===== config.mk =====
export PLATFORM = sky130hd
export DESIGN_NAME = rmnh_queue
export DESIGN_NICKNAME = d
export VERILOG_FILES = /design/src/sv/rmnh_pkg.sv /design/src/sv/rmnh_queue.sv
export SDC_FILE = /design/constraint.sdc
export NUM_CORES = 1
export LEC_CHECK = 0
export BUFFER_PORTS_ARGS = -buffer_cell sky130_fd_sc_hd__clkbuf_2
export CORE_AREA = 2 2 234 236
export DETAILED_ROUTE_END_ITERATION = 8
export DIE_AREA = 0 0 236 238
export PLACE_DENSITY_LB_ADDON = 0.25
export SYNTH_ARGS = -nofsm -noshare
export SYNTH_HDL_FRONTEND = slang
export SYNTH_SLANG_ARGS = --single-unit
export TNS_END_PERCENT = 30

===== constraint.sdc =====
create_clock -name i_clk -period 13.5 [get_ports i_clk]
set_input_delay 2.7 -clock i_clk [delete_from_list [all_inputs] [get_ports i_clk]]
set_output_delay 2.7 -clock i_clk [all_outputs]
set_load 0.02 [all_outputs]

===== src/sv/rmnh_pkg.sv =====
// ============================================================================
// rmnh_pkg
// Shared types, constants and the product sequence of the ray/mesh nearest
// hit block.
// ============================================================================
`default_nettype none

package rmnh_pkg;

    localparam int COORD_W    = 32;
    localparam int FRAC_W     = 16;
    localparam int DIFF_W     = COORD_W + 1;
    localparam int CROSS_W    = 2 * DIFF_W + 1;
    localparam int WIDE_W     = 3 * COORD_W + 8;
    localparam int NORM_W     = 16;
    localparam int NORM_SHIFT = 14;
    localparam int NQ_W       = NORM_SHIFT + 1;
    localparam int MAG_KEEP   = 30;
    localparam int SUM_W      = 64;
    localparam int LEN_W      = SUM_W / 2;
    localparam int REM_W      = LEN_W + 1;
    localparam int ROOT_STEPS = SUM_W / 2;
    localparam int PROD_W     = DIFF_W + FRAC_W + 1;
    localparam int N_UOPS     = 30;
    localparam int UOP_W      = 5;
    localparam int CNT_W      = 6;
    localparam int QDEPTH     = 2;
    localparam int CFG_IDX_W  = 3;

    localparam logic [FRAC_W:0] BEST_ONE = {1'b1, {FRAC_W{1'b0}}};

    localparam logic [CFG_IDX_W-1:0] CFG_START_X = 3'd0;
    localparam logic [CFG_IDX_W-1:0] CFG_START_Y = 3'd1;
    localparam logic [CFG_IDX_W-1:0] CFG_START_Z = 3'd2;
    localparam logic [CFG_IDX_W-1:0] CFG_END_X   = 3'd3;
    localparam logic [CFG_IDX_W-1:0] CFG_END_Y   = 3'd4;
    localparam logic [CFG_IDX_W-1:0] CFG_END_Z   = 3'd5;

    // operand selects of the multiply-accumulate sequence
    localparam logic [4:0] OP_U0 = 5'd0;
    localparam logic [4:0] OP_U1 = 5'd1;
    localparam logic [4:0] OP_U2 = 5'd2;
    localparam logic [4:0] OP_V0 = 5'd3;
    localparam logic [4:0] OP_V1 = 5'd4;
    localparam logic [4:0] OP_V2 = 5'd5;
    localparam logic [4:0] OP_W0 = 5'd6;
    localparam logic [4:0] OP_W1 = 5'd7;
    localparam logic [4:0] OP_W2 = 5'd8;
    localparam logic [4:0] OP_D0 = 5'd9;
    localparam logic [4:0] OP_D1 = 5'd10;
    localparam logic [4:0] OP_D2 = 5'd11;
    localparam logic [4:0] OP_N0 = 5'd12;
    localparam logic [4:0] OP_N1 = 5'd13;
    localparam logic [4:0] OP_N2 = 5'd14;
    localparam logic [4:0] OP_Q0 = 5'd15;
    localparam logic [4:0] OP_Q1 = 5'd16;
    localparam logic [4:0] OP_Q2 = 5'd17;

    typedef logic signed [COORD_W-1:0] t_coord;
    typedef logic signed [DIFF_W-1:0]  t_diff;
    typedef logic signed [WIDE_W-1:0]  t_wide;
    typedef logic signed [NORM_W-1:0]  t_norm;
    typedef t_coord [2:0] t_vec3;
    typedef t_diff  [2:0] t_dvec3;

    typedef struct packed {
        t_coord corner_a_x;
        t_coord corner_a_y;
        t_coord corner_a_z;
        t_coord corner_b_x;
        t_coord corner_b_y;
        t_coord corner_b_z;
        t_coord corner_c_x;
        t_coord corner_c_y;
        t_coord corner_c_z;
        logic   final_triangle;
    } t_in;

    typedef struct packed {
        logic [1:0] triangle_status;
        logic       became_nearest;
        logic       have_hit;
        t_coord     hit_x;
        t_coord     hit_y;
        t_coord     hit_z;
        t_norm      normal_x;
        t_norm      normal_y;
        t_norm      normal_z;
        logic       mesh_done;
    } t_out;

    typedef struct packed {
        t_dvec3 u;
        t_dvec3 v;
        t_dvec3 w;
        logic   last;
    } t_work;

    typedef enum logic [1:0] {
        ST_MISS   = 2'd0,
        ST_HIT    = 2'd1,
        ST_DEGEN  = 2'd2,
        ST_PLANAR = 2'd3
    } t_status;

    typedef enum logic [3:0] {
        WD_N0, WD_N1, WD_N2, WD_Q0, WD_Q1, WD_Q2, WD_B, WD_A, WD_S, WD_T
    } t_wdst;

    typedef struct packed {
        logic [4:0] x_sel;
        logic [4:0] y_sel;
        logic       sub;
        logic       last;
        t_wdst      dest;
    } t_uop;

    typedef enum logic [3:0] {
        BS_IDLE, BS_LOAD, BS_MUL, BS_SIGN, BS_CLASS, BS_DIV, BS_CMP, BS_PMUL,
        BS_PADD, BS_NMAG, BS_NSHIFT, BS_SQMUL, BS_SQADD, BS_SQRT, BS_NDIV, BS_EMIT
    } t_bstate;

    function automatic t_diff sx_coord(input t_coord c);
        return {c[COORD_W-1], c};
    endfunction

    // n = u x v, B = d.n, A = -(w.n), q = w x v, S = d.q, q = u x w, T = d.q
    function automatic t_uop uop_rom(input logic [UOP_W-1:0] idx);
        t_uop r;
        case (idx)
            5'd0:  r = '{OP_U1, OP_V2, 1'b0, 1'b0, WD_N0};
            5'd1:  r = '{OP_U2, OP_V1, 1'b1, 1'b1, WD_N0};
            5'd2:  r = '{OP_U2, OP_V0, 1'b0, 1'b0, WD_N1};
            5'd3:  r = '{OP_U0, OP_V2, 1'b1, 1'b1, WD_N1};
            5'd4:  r = '{OP_U0, OP_V1, 1'b0, 1'b0, WD_N2};
            5'd5:  r = '{OP_U1, OP_V0, 1'b1, 1'b1, WD_N2};
            5'd6:  r = '{OP_D0, OP_N0, 1'b0, 1'b0, WD_B};
            5'd7:  r = '{OP_D1, OP_N1, 1'b0, 1'b0, WD_B};
            5'd8:  r = '{OP_D2, OP_N2, 1'b0, 1'b1, WD_B};
            5'd9:  r = '{OP_W0, OP_N0, 1'b1, 1'b0, WD_A};
            5'd10: r = '{OP_W1, OP_N1, 1'b1, 1'b0, WD_A};
            5'd11: r = '{OP_W2, OP_N2, 1'b1, 1'b1, WD_A};
            5'd12: r = '{OP_W1, OP_V2, 1'b0, 1'b0, WD_Q0};
            5'd13: r = '{OP_W2, OP_V1, 1'b1, 1'b1, WD_Q0};
            5'd14: r = '{OP_W2, OP_V0, 1'b0, 1'b0, WD_Q1};
            5'd15: r = '{OP_W0, OP_V2, 1'b1, 1'b1, WD_Q1};
            5'd16: r = '{OP_W0, OP_V1, 1'b0, 1'b0, WD_Q2};
            5'd17: r = '{OP_W1, OP_V0, 1'b1, 1'b1, WD_Q2};
            5'd18: r = '{OP_D0, OP_Q0, 1'b0, 1'b0, WD_S};
            5'd19: r = '{OP_D1, OP_Q1, 1'b0, 1'b0, WD_S};
            5'd20: r = '{OP_D2, OP_Q2, 1'b0, 1'b1, WD_S};
            5'd21: r = '{OP_U1, OP_W2, 1'b0, 1'b0, WD_Q0};
            5'd22: r = '{OP_U2, OP_W1, 1'b1, 1'b1, WD_Q0};
            5'd23: r = '{OP_U2, OP_W0, 1'b0, 1'b0, WD_Q1};
            5'd24: r = '{OP_U0, OP_W2, 1'b1, 1'b1, WD_Q1};
            5'd25: r = '{OP_U0, OP_W1, 1'b0, 1'b0, WD_Q2};
            5'd26: r = '{OP_U1, OP_W0, 1'b1, 1'b1, WD_Q2};
            5'd27: r = '{OP_D0, OP_Q0, 1'b0, 1'b0, WD_T};
            5'd28: r = '{OP_D1, OP_Q1, 1'b0, 1'b0, WD_T};
            5'd29: r = '{OP_D2, OP_Q2, 1'b0, 1'b1, WD_T};
            default: r = '{OP_U0, OP_U0, 1'b0, 1'b0, WD_N0};
        endcase
        return r;
    endfunction

endpackage

`default_nettype wire


===== src/sv/rmnh_queue.sv =====
// ============================================================================
// rmnh_queue
// Short work queue between the input stage and the intersection engine.
// ============================================================================
`default_nettype none

module rmnh_queue (
    input  logic            i_clk,
    input  logic            i_rst_n,
    input  logic            i_push_valid,
    input  rmnh_pkg::t_work i_push_item,
    output logic            o_push_ready,
    output logic            o_pop_valid,
    output rmnh_pkg::t_work o_pop_item,
    input  logic            i_pop
);
    import rmnh_pkg::*;

    localparam int PTR_W = $clog2(QDEPTH);
    localparam int CNT_QW = $clog2(QDEPTH + 1);

    t_work             r_mem [QDEPTH];
    logic [PTR_W-1:0]  r_wr;
    logic [PTR_W-1:0]  r_rd;
    logic [CNT_QW-1:0] r_count;
    logic              push;

    assign o_push_ready = (r_count != CNT_QW'(QDEPTH));
    assign push         = i_push_valid && o_push_ready;
    assign o_pop_valid  = (r_count != '0);
    assign o_pop_item   = r_mem[r_rd];

    always_ff @(posedge i_clk) begin
        if (!i_rst_n) begin
            r_wr    <= '0;
            r_rd    <= '0;
            r_count <= '0;
        end else begin
            if (push) begin
                r_wr <= (r_wr == PTR_W'(QDEPTH - 1)) ? '0 : r_wr + 1'b1;
            end
            if (i_pop) begin
                r_rd <= (r_rd == PTR_W'(QDEPTH - 1)) ? '0 : r_rd + 1'b1;
            end
            if (push && !i_pop) begin
                r_count <= r_count + 1'b1;
            end else if (!push && i_pop) begin
                r_count <= r_count - 1'b1;
            end
        end
    end

    always_ff @(posedge i_clk) begin
        if (push) begin
            r_mem[r_wr] <= i_push_item;
        end
    end

`ifndef SYNTH
    a_count_bound: assert property (@(posedge i_clk) disable iff (!i_rst_n)
        r_count <= CNT_QW'(QDEPTH))
        else $error("queue overfilled");
    a_no_pop_empty: assert property (@(posedge i_clk) disable iff (!i_rst_n)
        i_pop |-> (r_count != '0))
        else $error("pop from empty queue");
`endif

endmodule

`default_nettype wire


==> run_results.csv <==
group,metric,value,unit
run_status,status,"completed",
job,max-cap-violations,0,
grt,grt_pass1_vias,11700,
place,gp_congestion,0.798,
die,rows,85,
timing,max_freq,148,MHz
place,port-buffer-count,601,
critical_path,cp.required,10.80,ns
detailed_routing,drt-wirelength-per-cell,21.2,um
die,die_y,238,um
timing,tns,0,ns
synth,synth_top_area_share,79.3,%
timing,fin_crit,6.76,ns
detailed_routing,vias,11100,
synth,synth.yosys.seq_area_share,79.7,%
grt,antenna_found_initial,8,
die,die-width,236,um
grt,grt_first_pass_wirelength,71700,um
timing,fin_skew,0.0155,ns
clock_tree,postCtsHoldBufs,0,
min_path,hold_path_class,"register to register",
synth,yosysWarnings,0,
finish,finalNonFillerCells,2338,
synth,synthTopCellsByArea,"edfxtp_1 79%, mux2_4 13%, mux2_2 4.8%",
die,pin_count,602,
place,hpwl,34600,um
grt,grt_max_degree,159,
power_and_ir_drop,p_per_area,166,nW/um^2
timing,whs,0.526,ns
synth,yosys.area.top_type,"edfxtp_1",
grt,grt_usage,17.1,%
die,dieArea,56200,sq um
timing,fin_crit_sh,50.1,%
timing,rsz0062_at_grt,"false",
clock_tree,cts_made_buffers,60,
clock_tree,cts_tree,"yes",
synth,yosysUniqueCellTypes,20,
detailed_routing,wl,49600,um
critical_path,crit_path_start_kind,"register",
clock_tree,post_cts_resized,0,
finish,fillCellCount,4350,
critical_path,crit_fanout,62,
timing,setup_viol,0,
finish,final_common_cell,"clkbuf_2",
synth,syn-num-nets,1254,
detailed_routing,drtPass1Iterations,6,
finish,syn_to_final_growth,24.5,%
synth,synth_area,22600,sq um
clock_tree,cts.clk_slew.worst_paths,0.06,ns
synth,synth_area_per_cell,23.7,sq um
timing,tightest_slew,1.14,ns
timing,drv_slew,0,
timing,maxSlewHeadroom,24.2,%
critical_path,end_kind,"primary output",
detailed_routing,drc,0,
finish,layout-drive-gt1-share,61.1,%
place,placedCellCount,2223,
clock_tree,clock_sinks,601,
clock_tree,clk_latency,0.60,ns
die,start_util,42.2,%
critical_path,cp.arrival,4.06,ns
die,coreArea,53500,sq um
clock_tree,htree_levels,2,
detailed_routing,detail-route-antenna-nets,0,
detailed_routing,drt-vias-per-instance,4.74,
clock_tree,max-clock-path-buffers,3,
synth,synth_seq_cells,601,
power_and_ir_drop,p_leak,0.0110,uW
finish,layout_common_cells,"601 x clkbuf_2, 596 x edfxtp_1, 201 x mux2_4",
clock_tree,cts_root_buf,"clkbuf_16",
finish,final_nets,1892,
clock_tree,post-cts-setup-buffers,0,
power_and_ir_drop,vdd_drop_max,0.116,mV
detailed_routing,first_iter_violations,581,
timing,hold_viol,0,
critical_path,critical_path_class,"register to primary output",
synth,netlist_instances,951,
grt,overflow,0,
## stage by stage
| step | cell area [sq um] | total power [uW] | util [%] | worst slack, ns |
|---|---|---|---|---|
| after floorplan | 22600 | 2910 | - | 3.27 |
| after global placement | 26200 | 3120 | 49.0 | 7.42 |
| after detailed placement | 26200 | 3130 | 49.0 | 7.32 |
| after CTS | 28100 | 4720 | 52.5 | 6.66 |
| after global routing | 28100 | 4830 | 52.5 | 6.52 |
| final | 28100 | 4660 | 52.5 | 6.74 |
## routing by layer
layer	share of wire [%]	track usage [%]	routed length [um]	vias up
li1	-	-	-	5115
met1	38	19.6	18700	5494
met2	52	29.7	25700	370
met3	7.7	5.95	3820	88
met4	2.8	6.06	1390	6
met5	0.071	0	35	-
## final timing paths
check | start | endpoint | slack (ns) | depth (start not counted)
setup / recovery | register | o_pop_item[68] | 6.74 | 4
setup reg to reg | r_count[0] | r_mem[0][69] | 9.91 | 5
hold reg to reg | r_count[1] | r_count[1] | 0.53 | 2
hold / removal | r_count[1] | r_count[1] | 0.53 | 2
## cell type report
class | instances | area (sq um) | area share (%)
Antenna cell | 6 | 15.0 | 0.0534
Clock buffer | 74 | 1580 | 5.60
Clock inverter | 35 | 298 | 1.06
Inverter | 2 | 15.0 | 0.0534
Multi-Input combinational cell | 315 | 4240 | 15.1
Sequential cell | 601 | 18000 | 64.0
Tap cell | 696 | 871 | 3.10
Timing Repair Buffer | 609 | 3090 | 11.0
## state kept, by name, summed over array words and instances, names as in the netlist, named ones only
name     cells
r_count      2
r_mem      596
r_rd         1
r_wr         1
## where the power goes
part | switching, uW | internal [uW] | total (uW)
logic | 456 | 304 | 759
clock network | 675 | 903 | 1580
registers | 49.6 | 2270 | 2320
total | 1180 | 3480 | 4660
## cells by family after synthesis
kind of cell,after synthesis,synth area share (%)
XOR/XNOR,3,0.116
multiplexers,298,18.2
AND/OR/NAND/NOR,9,0.255
AO/OA/AOI/OAI,4,0.133
adder cells (fa/ha/maj),1,0.0554
buffers and inverters,35,1.49
flip-flops,601,79.7
## synth_stat cells
| master | count |
|---|---|
| a21boi_0 | 1 |
| mux2_4 | 201 |
| and2_1 | 4 |
| xor2_1 | 2 |
| or2_2 | 1 |
| buf_6 | 26 |
| edfxtp_1 | 596 |
| and3_1 | 1 |
| inv_1 | 2 |
| dfxtp_1 | 5 |
| nand3b_1 | 1 |
| mux2_2 | 97 |
| ha_1 | 1 |
| o21ai_0 | 1 |
| buf_2 | 7 |
| a21bo_2 | 1 |
| nand2b_1 | 1 |
| xnor2_1 | 1 |
| or3_1 | 1 |
| a21boi_1 | 1 |
## critical path, cell delays in order (launching register included)
cell and delay [ns]:
dfxtp_4 1.01, buf_4 0.98, buf_4 0.80, mux2_4 0.35, clkbuf_2 0.16
No activity file was read; power rests on OpenSTA's default activity.
