===== src/sv/rmnh_pkg.sv =====
// ============================================================================
// rmnh_pkg
// Shared types, constants and the product sequence of the ray/mesh nearest
// hit block.
// ============================================================================
`default_nettype none

package rmnh_pkg;

    localparam int COORD_W    = 32;
    localparam int FRAC_W     = 16;
    localparam int DIFF_W     = COORD_W + 1;
    localparam int CROSS_W    = 2 * DIFF_W + 1;
    localparam int WIDE_W     = 3 * COORD_W + 8;
    localparam int NORM_W     = 16;
    localparam int NORM_SHIFT = 14;
    localparam int NQ_W       = NORM_SHIFT + 1;
    localparam int MAG_KEEP   = 30;
    localparam int SUM_W      = 64;
    localparam int LEN_W      = SUM_W / 2;
    localparam int REM_W      = LEN_W + 1;
    localparam int ROOT_STEPS = SUM_W / 2;
    localparam int PROD_W     = DIFF_W + FRAC_W + 1;
    localparam int N_UOPS     = 30;
    localparam int UOP_W      = 5;
    localparam int CNT_W      = 6;
    localparam int QDEPTH     = 2;
    localparam int CFG_IDX_W  = 3;

    localparam logic [FRAC_W:0] BEST_ONE = {1'b1, {FRAC_W{1'b0}}};

    localparam logic [CFG_IDX_W-1:0] CFG_START_X = 3'd0;
    localparam logic [CFG_IDX_W-1:0] CFG_START_Y = 3'd1;
    localparam logic [CFG_IDX_W-1:0] CFG_START_Z = 3'd2;
    localparam logic [CFG_IDX_W-1:0] CFG_END_X   = 3'd3;
    localparam logic [CFG_IDX_W-1:0] CFG_END_Y   = 3'd4;
    localparam logic [CFG_IDX_W-1:0] CFG_END_Z   = 3'd5;

    // operand selects of the multiply-accumulate sequence
    localparam logic [4:0] OP_U0 = 5'd0;
    localparam logic [4:0] OP_U1 = 5'd1;
    localparam logic [4:0] OP_U2 = 5'd2;
    localparam logic [4:0] OP_V0 = 5'd3;
    localparam logic [4:0] OP_V1 = 5'd4;
    localparam logic [4:0] OP_V2 = 5'd5;
    localparam logic [4:0] OP_W0 = 5'd6;
    localparam logic [4:0] OP_W1 = 5'd7;
    localparam logic [4:0] OP_W2 = 5'd8;
    localparam logic [4:0] OP_D0 = 5'd9;
    localparam logic [4:0] OP_D1 = 5'd10;
    localparam logic [4:0] OP_D2 = 5'd11;
    localparam logic [4:0] OP_N0 = 5'd12;
    localparam logic [4:0] OP_N1 = 5'd13;
    localparam logic [4:0] OP_N2 = 5'd14;
    localparam logic [4:0] OP_Q0 = 5'd15;
    localparam logic [4:0] OP_Q1 = 5'd16;
    localparam logic [4:0] OP_Q2 = 5'd17;

    typedef logic signed [COORD_W-1:0] t_coord;
    typedef logic signed [DIFF_W-1:0]  t_diff;
    typedef logic signed [WIDE_W-1:0]  t_wide;
    typedef logic signed [NORM_W-1:0]  t_norm;
    typedef t_coord [2:0] t_vec3;
    typedef t_diff  [2:0] t_dvec3;

    typedef struct packed {
        t_coord corner_a_x;
        t_coord corner_a_y;
        t_coord corner_a_z;
        t_coord corner_b_x;
        t_coord corner_b_y;
        t_coord corner_b_z;
        t_coord corner_c_x;
        t_coord corner_c_y;
        t_coord corner_c_z;
        logic   final_triangle;
    } t_in;

    typedef struct packed {
        logic [1:0] triangle_status;
        logic       became_nearest;
        logic       have_hit;
        t_coord     hit_x;
        t_coord     hit_y;
        t_coord     hit_z;
        t_norm      normal_x;
        t_norm      normal_y;
        t_norm      normal_z;
        logic       mesh_done;
    } t_out;

    typedef struct packed {
        t_dvec3 u;
        t_dvec3 v;
        t_dvec3 w;
        logic   last;
    } t_work;

    typedef enum logic [1:0] {
        ST_MISS   = 2'd0,
        ST_HIT    = 2'd1,
        ST_DEGEN  = 2'd2,
        ST_PLANAR = 2'd3
    } t_status;

    typedef enum logic [3:0] {
        WD_N0, WD_N1, WD_N2, WD_Q0, WD_Q1, WD_Q2, WD_B, WD_A, WD_S, WD_T
    } t_wdst;

    typedef struct packed {
        logic [4:0] x_sel;
        logic [4:0] y_sel;
        logic       sub;
        logic       last;
        t_wdst      dest;
    } t_uop;

    typedef enum logic [3:0] {
        BS_IDLE, BS_LOAD, BS_MUL, BS_SIGN, BS_CLASS, BS_DIV, BS_CMP, BS_PMUL,
        BS_PADD, BS_NMAG, BS_NSHIFT, BS_SQMUL, BS_SQADD, BS_SQRT, BS_NDIV, BS_EMIT
    } t_bstate;

    function automatic t_diff sx_coord(input t_coord c);
        return {c[COORD_W-1], c};
    endfunction

    // n = u x v, B = d.n, A = -(w.n), q = w x v, S = d.q, q = u x w, T = d.q
    function automatic t_uop uop_rom(input logic [UOP_W-1:0] idx);
        t_uop r;
        case (idx)
            5'd0:  r = '{OP_U1, OP_V2, 1'b0, 1'b0, WD_N0};
            5'd1:  r = '{OP_U2, OP_V1, 1'b1, 1'b1, WD_N0};
            5'd2:  r = '{OP_U2, OP_V0, 1'b0, 1'b0, WD_N1};
            5'd3:  r = '{OP_U0, OP_V2, 1'b1, 1'b1, WD_N1};
            5'd4:  r = '{OP_U0, OP_V1, 1'b0, 1'b0, WD_N2};
            5'd5:  r = '{OP_U1, OP_V0, 1'b1, 1'b1, WD_N2};
            5'd6:  r = '{OP_D0, OP_N0, 1'b0, 1'b0, WD_B};
            5'd7:  r = '{OP_D1, OP_N1, 1'b0, 1'b0, WD_B};
            5'd8:  r = '{OP_D2, OP_N2, 1'b0, 1'b1, WD_B};
            5'd9:  r = '{OP_W0, OP_N0, 1'b1, 1'b0, WD_A};
            5'd10: r = '{OP_W1, OP_N1, 1'b1, 1'b0, WD_A};
            5'd11: r = '{OP_W2, OP_N2, 1'b1, 1'b1, WD_A};
            5'd12: r = '{OP_W1, OP_V2, 1'b0, 1'b0, WD_Q0};
            5'd13: r = '{OP_W2, OP_V1, 1'b1, 1'b1, WD_Q0};
            5'd14: r = '{OP_W2, OP_V0, 1'b0, 1'b0, WD_Q1};
            5'd15: r = '{OP_W0, OP_V2, 1'b1, 1'b1, WD_Q1};
            5'd16: r = '{OP_W0, OP_V1, 1'b0, 1'b0, WD_Q2};
            5'd17: r = '{OP_W1, OP_V0, 1'b1, 1'b1, WD_Q2};
            5'd18: r = '{OP_D0, OP_Q0, 1'b0, 1'b0, WD_S};
            5'd19: r = '{OP_D1, OP_Q1, 1'b0, 1'b0, WD_S};
            5'd20: r = '{OP_D2, OP_Q2, 1'b0, 1'b1, WD_S};
            5'd21: r = '{OP_U1, OP_W2, 1'b0, 1'b0, WD_Q0};
            5'd22: r = '{OP_U2, OP_W1, 1'b1, 1'b1, WD_Q0};
            5'd23: r = '{OP_U2, OP_W0, 1'b0, 1'b0, WD_Q1};
            5'd24: r = '{OP_U0, OP_W2, 1'b1, 1'b1, WD_Q1};
            5'd25: r = '{OP_U0, OP_W1, 1'b0, 1'b0, WD_Q2};
            5'd26: r = '{OP_U1, OP_W0, 1'b1, 1'b1, WD_Q2};
            5'd27: r = '{OP_D0, OP_Q0, 1'b0, 1'b0, WD_T};
            5'd28: r = '{OP_D1, OP_Q1, 1'b0, 1'b0, WD_T};
            5'd29: r = '{OP_D2, OP_Q2, 1'b0, 1'b1, WD_T};
            default: r = '{OP_U0, OP_U0, 1'b0, 1'b0, WD_N0};
        endcase
        return r;
    endfunction

endpackage

`default_nettype wire


===== src/sv/rmnh_front.sv =====
// ============================================================================
// rmnh_front
// Input stage: takes a triangle transaction and forms its edge vectors and
// the offset of the ray start from the first corner.
// ============================================================================
`default_nettype none

module rmnh_front (
    input  logic            i_clk,
    input  logic            i_rst_n,
    input  rmnh_pkg::t_vec3 i_ray_start,
    input  logic            i_in_valid,
    input  rmnh_pkg::t_in   i_in_data,
    output logic            o_in_stall,
    output logic            o_push_valid,
    output rmnh_pkg::t_work o_push_item,
    input  logic            i_push_ready
);
    import rmnh_pkg::*;

    logic   r_valid;
    t_work  r_item;
    t_work  n_item;
    logic   take;
    logic   push;
    t_dvec3 a;
    t_dvec3 b;
    t_dvec3 c;
    t_dvec3 o;

    assign push       = r_valid && i_push_ready;
    assign o_in_stall = r_valid && !i_push_ready;
    assign take       = i_in_valid && !o_in_stall;

    always_comb begin
        a[0] = sx_coord(i_in_data.corner_a_x);
        a[1] = sx_coord(i_in_data.corner_a_y);
        a[2] = sx_coord(i_in_data.corner_a_z);
        b[0] = sx_coord(i_in_data.corner_b_x);
        b[1] = sx_coord(i_in_data.corner_b_y);
        b[2] = sx_coord(i_in_data.corner_b_z);
        c[0] = sx_coord(i_in_data.corner_c_x);
        c[1] = sx_coord(i_in_data.corner_c_y);
        c[2] = sx_coord(i_in_data.corner_c_z);
        for (int i = 0; i < 3; i++) begin
            o[i]        = sx_coord(i_ray_start[i]);
            n_item.u[i] = b[i] - a[i];
            n_item.v[i] = c[i] - a[i];
            n_item.w[i] = o[i] - a[i];
        end
        n_item.last = i_in_data.final_triangle;
    end

    always_ff @(posedge i_clk) begin
        if (!i_rst_n) begin
            r_valid <= 1'b0;
        end else if (take) begin
            r_valid <= 1'b1;
        end else if (push) begin
            r_valid <= 1'b0;
        end
    end

    always_ff @(posedge i_clk) begin
        if (take) begin
            r_item <= n_item;
        end
    end

    assign o_push_valid = r_valid;
    assign o_push_item  = r_item;

endmodule

`default_nettype wire


===== config.mk =====
export PLATFORM = sky130hd
export DESIGN_NAME = rmnh_front
export DESIGN_NICKNAME = d
export VERILOG_FILES = /design/src/sv/rmnh_pkg.sv /design/src/sv/rmnh_front.sv
export SDC_FILE = /design/constraint.sdc
export NUM_CORES = 1
export LEC_CHECK = 0
export BUFFER_PORTS_ARGS = -buffer_cell sky130_fd_sc_hd__buf_2
export CAP_MARGIN = 30
export CELL_PAD_IN_SITES_DETAIL_PLACEMENT = 0
export CELL_PAD_IN_SITES_GLOBAL_PLACEMENT = 2
export CORE_ASPECT_RATIO = 0.5
export CORE_UTILIZATION = 30
export CTS_BUF_LIST = sky130_fd_sc_hd__clkbuf_2
export DETAILED_ROUTE_END_ITERATION = 8
export PLACE_DENSITY_LB_ADDON = 0.1
export SYNTH_ARGS = -nofsm -noshare
export SYNTH_HDL_FRONTEND = slang
export SYNTH_SLANG_ARGS = --single-unit

===== constraint.sdc =====
create_clock -name i_clk -period 14.4 [get_ports i_clk]
set_input_delay 0 -clock i_clk [delete_from_list [all_inputs] [get_ports i_clk]]
set_output_delay 0 -clock i_clk [all_outputs]
set_load 0.05 [all_outputs]

==> qor.yml, run 1 <==
synth_top_area_share: 0.3896
yosysSeqAreaShare: 0.3904
cts_inserted_buffers: 81
outcome: "stopped before the end"
cts_sinks: 299
syn_inst: 2287
syn-cell-area_um2: 22970
synth_area_leaders: "edfxtp_1 (39%), ha_1 (16%), xnor2_1 (6.7%)"
cts_resized: 0
fp.dieW_um: 393.3
synthArstFlopShare: 0
stop_stage: "clock tree synthesis (4_1_cts)"
rows: 71
ys_ff_latch: 299
syn-num-nets: 2973
root_buffer: "clkbuf_2"
post-cts-setup-buffers: 0
ys_warn_count: 0
synth_common_cells: "edfxtp_1 (298), ha_1 (288), a21oi_1 (230), inv_1 (186), xnor2_1 (175)"
ys_types: 77
error: "[ERROR RSZ-0060] Max buffer count reached."
synth_most_common_cell: "edfxtp_1"
avgSynthCellArea_um2: 10.04
globalplace.congestion: 0.8728
port_buffers: 688
synth-edff-count: 298
hold_buffers: 828
cts_buffer_depth: 3
dp_hpwl_um: 63970
die_y_um: 197.7
start_util: 0.3046
htree_levels: 3
synth_top_area_cell: "edfxtp_1"
ys.flop_type: "edfxtp_1"
ios: 689
place_area_um2: 27710
## cells by family after synthesis
logic type / share of synthesized area
adder cells (fa/ha/maj): 0.1647
AND/OR/NAND/NOR: 0.1112
XOR/XNOR: 0.09227
AO/OA/AOI/OAI: 0.2087
multiplexers: 0.0009260
flip-flops: 0.3904
buffers and inverters: 0.03170
## metrics by stage
step | std cells | util | setup WS, ps
3_5_place_dp | 3992 | 0.3673 | 10920
3_3_place_gp | 3992 | 0.3673 | 10970
2_1_floorplan | 2287 | - | 5229
==> run 2, diff against run 1 <==
==> config.mk (replaced) <==
export PLATFORM = sky130hd
export DESIGN_NAME = rmnh_front
export DESIGN_NICKNAME = d
export VERILOG_FILES = /design/src/sv/rmnh_pkg.sv /design/src/sv/rmnh_front.sv
export SDC_FILE = /design/constraint.sdc
export NUM_CORES = 1
export LEC_CHECK = 0
export BUFFER_PORTS_ARGS = -buffer_cell sky130_fd_sc_hd__buf_2
export CAP_MARGIN = 30
export CORE_UTILIZATION = 25
export DETAILED_ROUTE_END_ITERATION = 8
export PLACE_DENSITY_LB_ADDON = 0.15
export SYNTH_ARGS = -nofsm -noshare
export SYNTH_HDL_FRONTEND = slang
export SYNTH_SLANG_ARGS = --single-unit
==> constraint.sdc (replaced) <==
create_clock -name i_clk -period 18.72 [get_ports i_clk]
set_input_delay 0 -clock i_clk [delete_from_list [all_inputs] [get_ports i_clk]]
set_output_delay 0 -clock i_clk [all_outputs]
set_load 0.05 [all_outputs]
==> qor.yml, run 2 <==
yosysSeqAreaShare: 0.3904
overflow: 0
avgSynthCellArea_um2: 10.04
start_kind: "input port"
synth_common_cells: "edfxtp_1 (298), ha_1 (288), a21oi_1 (230), inv_1 (186), xnor2_1 (175)"
root_buffer: "clkbuf_16"
crit_type: "input port to flip-flop"
post-cts-setup-buffers: 0
syn_inst: 2287
critPathMaxStageDelay_ps: 570
synth_area_leaders: "edfxtp_1 (39%), ha_1 (16%), xnor2_1 (6.7%)"
die_y_um: 305.1
grt_antenna_before_repair: 30
ys.flop_type: "edfxtp_1"
dp_hpwl_um: 74170
synth_top_area_share: 0.3896
synth-edff-count: 298
crit_chain: "dlygate4sd3_1, buf_2, ha_1, fa_1, nor2b_1, o21ai_1, a21boi_1, o21ai_1, a211oi_1, a21oi_1, o21ba_2, o31ai_1, a221oi_1, xnor2_1, dlygate4sd3_1"
critPathSlowestCell: "dlygate4sd3_1"
r2r-end: "o_push_item[60]"
outcome: "completed"
finalMaxSlewViolations: 0
setup_violations: 0
area_delta_synth_final_pct: 43.47
hold_buffers: 360
ys_ff_latch: 299
drc: 0
hold_start: "i_ray_start[21]"
hold_path_depth: 3
cts_buffer_depth: 3
max_freq_mhz: 254.3
ir_drop_uv: 55.10
firstDrtPassIters: 7
num_vias: 21480
ios: 689
setup-tns-final_ps: 0
routed_wirelength_um: 90840
powerDensity_nw_per_um2: 86.28
drtIter0Drc: 976
mostFrequentLayoutCell: "buf_2"
finClkSkew_ps: 18.78
rr_startpoint: "o_push_valid"
die_area_um2: 93100
path_clk_slew_ps: 50
core_area_um2: 90560
drive_above_1_share: 0.2341
num-nets-final: 4065
grt_usage: 0.1904
syn-cell-area_um2: 22970
hold_end: "o_push_item[22]"
period_minus_slack_ps: 3932
grt_start_max_net_pins: 68
fin_area_um2: 32960
cp-end-kind: "flip-flop"
crit_required_ps: 19070
start_util: 0.2536
most-common-layout-cells: "buf_2 (688), dlygate4sd3_1 (360), edfxtp_1 (298)"
ys_warn_count: 0
postRouteAntennaNets: 0
cts_tree: "built"
largest_reg_flops: 298
rows: 110
synth_top_area_cell: "edfxtp_1"
fp.dieW_um: 305.1
arrival_ps: 4280
p_leak_uw: 0.01495
r2r_cells: 5
cts_sinks: 299
place_area_um2: 27910
critPathMaxFanout: 3
clk_latency_ps: 610
port_buffers: 688
min_path_type: "input port to flip-flop"
syn-num-nets: 2973
cts_resized: 0
hold_viol: 0
r2r_slack_ps: 15420
grt_pass1_vias: 21860
wire_per_inst_um: 19.72
htree_levels: 2
synth_most_common_cell: "edfxtp_1"
cap_violations: 0
maxSlewHeadroom: 0.3768
grt_pass1_wl_um: 133300
cts_inserted_buffers: 44
grt_setup_unrepaired: "no"
ys_types: 77
globalplace.congestion: 0.8860
synthArstFlopShare: 0
tightest_slew_ps: 934.8
fin_crit_sh: 0.2101
via_per_inst: 4.662
[run 2: how the worst max path moves through the flow]
stage | startpoint | end | cells after the start
floorplan | o_push_valid | o_push_item[0] | 2
global placement | i_ray_start[64] | o_push_item[99] | 14
detailed placement | i_in_data[193] | o_push_item[99] | 13
CTS | i_in_data[193] | o_push_item[97] | 15
global route | i_in_data[193] | o_push_item[97] | 15
finish | i_in_data[193] | o_push_item[97] | 15
[run 2: cell families (layout without fill, tap and decap cells)]
logic type / count (synthesis) / in the layout / share of synthesized area
xor+xnor: 242 / 242 / 0.09227
other cells: 0 / 18 / 0
mux: 2 / 2 / 0.0009260
buf+inv: 194 / 1320 / 0.03170
compound gates: 732 / 732 / 0.2087
fa+ha+maj: 297 / 297 / 0.1647
simple gates: 521 / 521 / 0.1112
flops: 299 / 299 / 0.3904
[run 2: per-layer routing]
metal | up-vias | global-route usage | part of all wire
met3 | 144 | 0.05403 | 0.067
met1 | 10000 | 0.2212 | 0.42
li1 | 10730 | - | -
met4 | 26 | 0.06566 | 0.027
met2 | 583 | 0.3324 | 0.49
met5 | - | 0 | 0.0019
[run 2: stage by stage]
stage,std cells,total power (µW),hold slack (ps),util,setup WS [ps]
2_1_floorplan,2287,1648,98.87,-,3836
3_3_place_gp,4149,1921,178.8,0.3082,15130
3_5_place_dp,4149,1915,178.7,0.3082,15140
4_1_cts,4589,2887,1.681,0.3634,14770
5_1_grt,4602,2990,46.38,0.3638,14570
6_report,4607,2843,36.57,0.3639,14790
[run 2: final cells by class]
| class | instances | area, µm² |
|---|---|---|
| diodes | 18 | 45.04 |
| clock buffers | 53 | 1156 |
| clock inverters | 27 | 242.7 |
| fillers | 9418 | 57610 |
| inverters | 186 | 698.2 |
| multi-input cells | 1794 | 13280 |
| flip-flops and latches | 299 | 8969 |
| well taps | 1176 | 1471 |
| repair buffers | 1054 | 7092 |
[run 2: where the power goes]
| part | total (µW) | internal (µW) | switching, µW |
|---|---|---|---|
| combinational | 1110 | 395 | 719 |
| clock | 843 | 494 | 348 |
| sequential | 887 | 864 | 22.6 |
| total | 2840 | 1750 | 1090 |
[run 2: critical path, delay by kind of cell]
kind / cells / cell delay (ps)
adder cells (fa/ha/maj): 2 / 620
AO/OA/AOI/OAI: 8 / 2140
buffers and inverters: 3 / 1250
XOR/XNOR: 1 / 160
AND/OR/NAND/NOR: 1 / 120
Power figures use the tool's default switching activity.
